**config.mk**
```make
export PLATFORM = sky130hd
export DESIGN_NAME = cse_queue
export DESIGN_NICKNAME = d
export VERILOG_FILES = /design/src/design/cse_pkg.sv /design/src/design/cse_queue.sv
export SDC_FILE = /design/constraint.sdc
export NUM_CORES = 1
export LEC_CHECK = 0
export ABC_CLOCK_PERIOD_IN_PS = 4100
export BUFFER_PORTS_ARGS = -buffer_cell sky130_fd_sc_hd__buf_2
export CORE_MARGIN = 1
export CORE_UTILIZATION = 51
export CTS_BUF_LIST = sky130_fd_sc_hd__clkbuf_8 sky130_fd_sc_hd__clkbuf_16
export DETAILED_ROUTE_END_ITERATION = 12
export PLACE_DENSITY = 0.73
export SLEW_MARGIN = 5
export SYNTH_ARGS = -nofsm -noshare
export SYNTH_HDL_FRONTEND = slang
export SYNTH_SLANG_ARGS = --single-unit
```
**constraint.sdc**
```tcl
create_clock -name clk -period 4.1 [get_ports clk]
set_input_delay 0.41 -clock clk [delete_from_list [all_inputs] [get_ports clk]]
set_output_delay 0.41 -clock clk [all_outputs]
set_load 0.01 [all_outputs]
```
**src/design/cse_pkg.sv**
```systemverilog
// shared types, constants and helper functions of the cubic spline segment evaluator
`default_nettype none

package cse_pkg;

    localparam int MAX_KNOTS_DEF = 64;
    localparam int FRAC_BITS_DEF = 16;
    localparam int QUEUE_DEPTH   = 4;

    localparam logic [1:0] MODE_LOAD  = 2'd0;
    localparam logic [1:0] MODE_VALUE = 2'd1;
    localparam logic [1:0] MODE_GRAD  = 2'd2;

    localparam logic [1:0] ORDER_POINT = 2'd0;

    typedef enum logic [1:0] {
        KIND_LOAD  = 2'd0,
        KIND_VALUE = 2'd1,
        KIND_GRAD  = 2'd2
    } kind_t;

    typedef struct packed {
        kind_t              kind;
        logic [5:0]         knot_index;
        logic [1:0]         coef_order;
        logic signed [31:0] param_value;
        logic signed [31:0] vec_x;
        logic signed [31:0] vec_y;
        logic signed [31:0] vec_z;
    } item_t;

    typedef struct packed {
        logic full;
        logic empty;
    } q_status_t;

    function automatic logic signed [31:0] sat32(input logic signed [67:0] x);
        logic signed [67:0] hi;
        logic signed [67:0] lo;
        hi = $signed({36'h0, 32'h7FFFFFFF});
        lo = $signed({{36{1'b1}}, 32'h80000000});
        if (x > hi)
            return 32'sh7FFFFFFF;
        else if (x < lo)
            return 32'sh80000000;
        else
            return x[31:0];
    endfunction

endpackage

`default_nettype wire

```
**src/design/cse_queue.sv**
```systemverilog
// short fifo of classified items between the front and back ends
`default_nettype none

module cse_queue
    import cse_pkg::*;
(
    input  wire logic  clk,
    input  wire logic  rst_n,
    input  wire logic  push,
    input  wire item_t push_item,
    input  wire logic  pop,
    output item_t      head,
    output q_status_t  status
);

    localparam int PW = $clog2(QUEUE_DEPTH);

    item_t           store_reg [QUEUE_DEPTH];
    logic [PW-1:0]   wr_ptr_reg;
    logic [PW-1:0]   rd_ptr_reg;
    logic [PW:0]     count_reg;
    logic [PW:0]     count_next;

    assign status.full  = (count_reg == (PW+1)'(QUEUE_DEPTH));
    assign status.empty = (count_reg == '0);
    assign head         = store_reg[rd_ptr_reg];

    always_comb
    begin
        count_next = count_reg;
        if (push && !pop)
            count_next = count_reg + 1'b1;
        else if (pop && !push)
            count_next = count_reg - 1'b1;
    end

    always_ff @(posedge clk)
    begin
        if (push)
            store_reg[wr_ptr_reg] <= push_item;
    end

    always_ff @(posedge clk or negedge rst_n)
    begin
        if (!rst_n)
        begin
            wr_ptr_reg <= '0;
            rd_ptr_reg <= '0;
            count_reg  <= '0;
        end
        else
        begin
            if (push)
                wr_ptr_reg <= (wr_ptr_reg == PW'(QUEUE_DEPTH - 1)) ? '0 : wr_ptr_reg + 1'b1;
            if (pop)
                rd_ptr_reg <= (rd_ptr_reg == PW'(QUEUE_DEPTH - 1)) ? '0 : rd_ptr_reg + 1'b1;
            count_reg <= count_next;
        end
    end

endmodule

`default_nettype wire

```
==> run metrics <==
status=finished clean; Antenna Nets Post-Route=0; dpl cells=1542; worst min path class=primary input to register; switching part of the total=28.5%; CTS Buf Count=55; gr usage total=20.3%; post-synth design cell area=20300 um2; Clock Sinks=559; crit path time final=3.05 ns; FILL cells=2511; Clock Tree Root=clkbuf_16; number of library cell types mapped by synthesis=20; Clk network pwr share=28.4%; Final Hold Fails=0; Setup CP Type=register to primary output; Comb pwr share=27.0%; post_cts resized=0; Syn Area/Cell=26.8 um2; internal cell power=12.4 mW; largest net degree at the start of global routing=77; Final setup viols=0; Critical path buffers and inverters=2; max frequency=327 MHz; post-DP HPWL=22.6 mm; fraction of layout cells with a size suffix above 1=42.5%; register area share after synthesis=82.4%; syn_nets=907; power per cell area=687 nW/um2; synth warn=0; Final Cell Area=25300 um2; CP delay by family, top=flip-flops; # Max-Cap Violations=0; total power draw=17.4 mW; Initial Util=52.1%; Yosys reg bits=559; fin cells=1754; Final Cycle Share=74.5%; CP arrival=2.64 ns; RD Place Congestion=0.712; Core Area=39000 um2; Leak=8.71 nW; DRT iter0 DRCs=565; Mapped Cells=758; vias in the first global route=10301; final setup TNS=0 ns; # Post-CTS Setup Buffers=0; DIE WIDTH=202 um; IO Count=282; tightest hold margin=0.0373 ns; VDD IR max=529 uV; # H-tree levels=2; Sequential Area=16800 um2; skew final=0.0190 ns; CP peak stage delay=0.86 ns; die height=202 um; clock buffer depth=3; sequential share of power=44.6%; I/O Buffers=281; critical path capture point type=primary output; Total Wirelength=40.2 mm; Final nets=1337; die area=40700 um2; Clock Latency Late Sink=0.61 ns; clock slew at reported path FFs=0.06 ns; first-pass GRT wire length=61.4 mm; DR vias=9489; First-pass DRT Iterations=4; max FFs per register=552; Routed WL per cell=22.9 um; P_sw=4.95 mW; final slew viol count=0; global route overflow=0; Slew Limit Headroom=40.8%; num rows=72; Worst Path Required=3.69 ns; CP max stage cell=dfrtp_4; DR vias/cell=5.41; multi-input combinational cell area=3340 um2; CTS tree=yes; CP Launch Type=register; # DRC=0; Area Overhead vs Synth=24.3%; placed cell areas=22400 um2; cells along the critical path=buf_12 > mux4_2 > buf_2; antenna violations before repair=5; RSZ-0062 raised after global routing=no; crit-path max FO=43; Worst-Margin Slew=0.888 ns
[timing repair]
action	in CTS	in global routing
hold buffers	107	0
endpoints found under the hold margin	420	0
setup endpoints to repair	0	0
[power by group through the flow]
stage / logic, mW / registers (mW) / clock network (mW)
after floorplan: 3.18 / 7.62 / 0
after global placement: 4.68 / 7.81 / 0
after detailed placement: 4.69 / 7.86 / 0
after CTS: 4.82 / 7.76 / 5.02
after global routing: 5.02 / 7.84 / 5.24
final: 4.69 / 7.74 / 4.92
[worst paths after layout]
check                                                from                          end  slack (ns)  cells past startpoint
worst max-delay path            rd_ptr_reg[0]$_DFFE_PN0P_                    head[105]        1.05                      3
worst min-delay path                       push_item[109]  store_reg[2][109]$_DFFE_PP_        0.04                      1
worst max register to register  wr_ptr_reg[0]$_DFFE_PN0P_   store_reg[2][61]$_DFFE_PP_        1.89                      4
worst min register to register   count_reg[2]$_DFFE_PN0P_     count_reg[2]$_DFFE_PN0P_        0.49                      1
max in group asynchronous                           rst_n    rd_ptr_reg[0]$_DFFE_PN0P_        3.69                      2
min in group asynchronous                           rst_n    wr_ptr_reg[0]$_DFFE_PN0P_        0.21                      2
[layout by cell type, fill, tap and decap left out, types with 3 or more instances in the layout]
cell type and instances:
edfxtp_1 552, clkbuf_16 55, dlygate4sd3_1 107, bufinv_16 6, buf_4 7, dfrtp_1 5, mux2_2 3, buf_12 9
nor2_1 3, buf_2 281, ha_1 6, and2_4 4, diode_2 3, clkinvlp_4 4, clkinv_2 9, clkinv_1 15
inv_1 11, mux4_2 138
[worst register-to-register path, cell delays in order, from the launching register on]
cell	delay, ns
dfrtp_1	0.42
inv_1	0.11
ha_1	0.15
and2_4	0.70
buf_12	0.41
[Yosys cell counts, drive strengths merged]
cell | number | area [um2]
and2 | 4 | 25.0
buf | 30 | 230
clkbuf | 1 | 3.75
dfrtp | 7 | 175
edfxtp | 552 | 16600
fa | 1 | 20.0
ha | 6 | 75.1
inv | 4 | 15.0
mux2 | 3 | 33.8
mux4 | 138 | 3110
nand2 | 2 | 7.51
nor2 | 3 | 11.3
nor3 | 1 | 5.00
nor3b | 1 | 7.51
o21ai | 2 | 10.0
xnor2 | 1 | 8.76
xor2 | 2 | 17.5
[through the flow]
| step | setup slack, ns | util (%) |
|---|---|---|
| after floorplan | 1.34 | - |
| after CTS | 0.936 | 64.8 |
| after global placement | 1.62 | 57.4 |
| after global routing | 0.845 | 64.8 |
| final | 1.05 | 64.8 |
| after detailed placement | 1.63 | 57.4 |
[per-layer routing]
layer  vias up  global-route usage [%]  share of wire (%)
li1       4157                       -                  -
met1      4928                    25.8                 40
met2       315                    34.0                 50
met3        85                    5.99                6.9
met4         4                    6.44                2.7
met5         -                       0              0.057
[cell families (layout without fill, tap and decap cells)]
| family | count (synthesis) | after routing | synth area share [%] |
|---|---|---|---|
| flops | 559 | 559 | 82.4 |
| mux | 141 | 141 | 15.5 |
| buf+inv | 35 | 510 | 1.22 |
| simple gates | 11 | 11 | 0.277 |
| fa+ha+maj | 7 | 7 | 0.468 |
| xor+xnor | 3 | 3 | 0.129 |
| compound gates | 2 | 2 | 0.0492 |
| other cells | 0 | 3 | 0 |
[final cells by class]
cell class / instances / share of cell area [%]
clock buffers: 55 / 5.45
multi-input cells: 164 / 13.2
well taps: 518 / 2.56
diodes: 3 / 0.0297
repair buffers: 404 / 10.7
clock inverters: 47 / 1.65
inverters: 4 / 0.0594
flip-flops and latches: 559 / 66.3
Power figures use the tool's default switching activity.
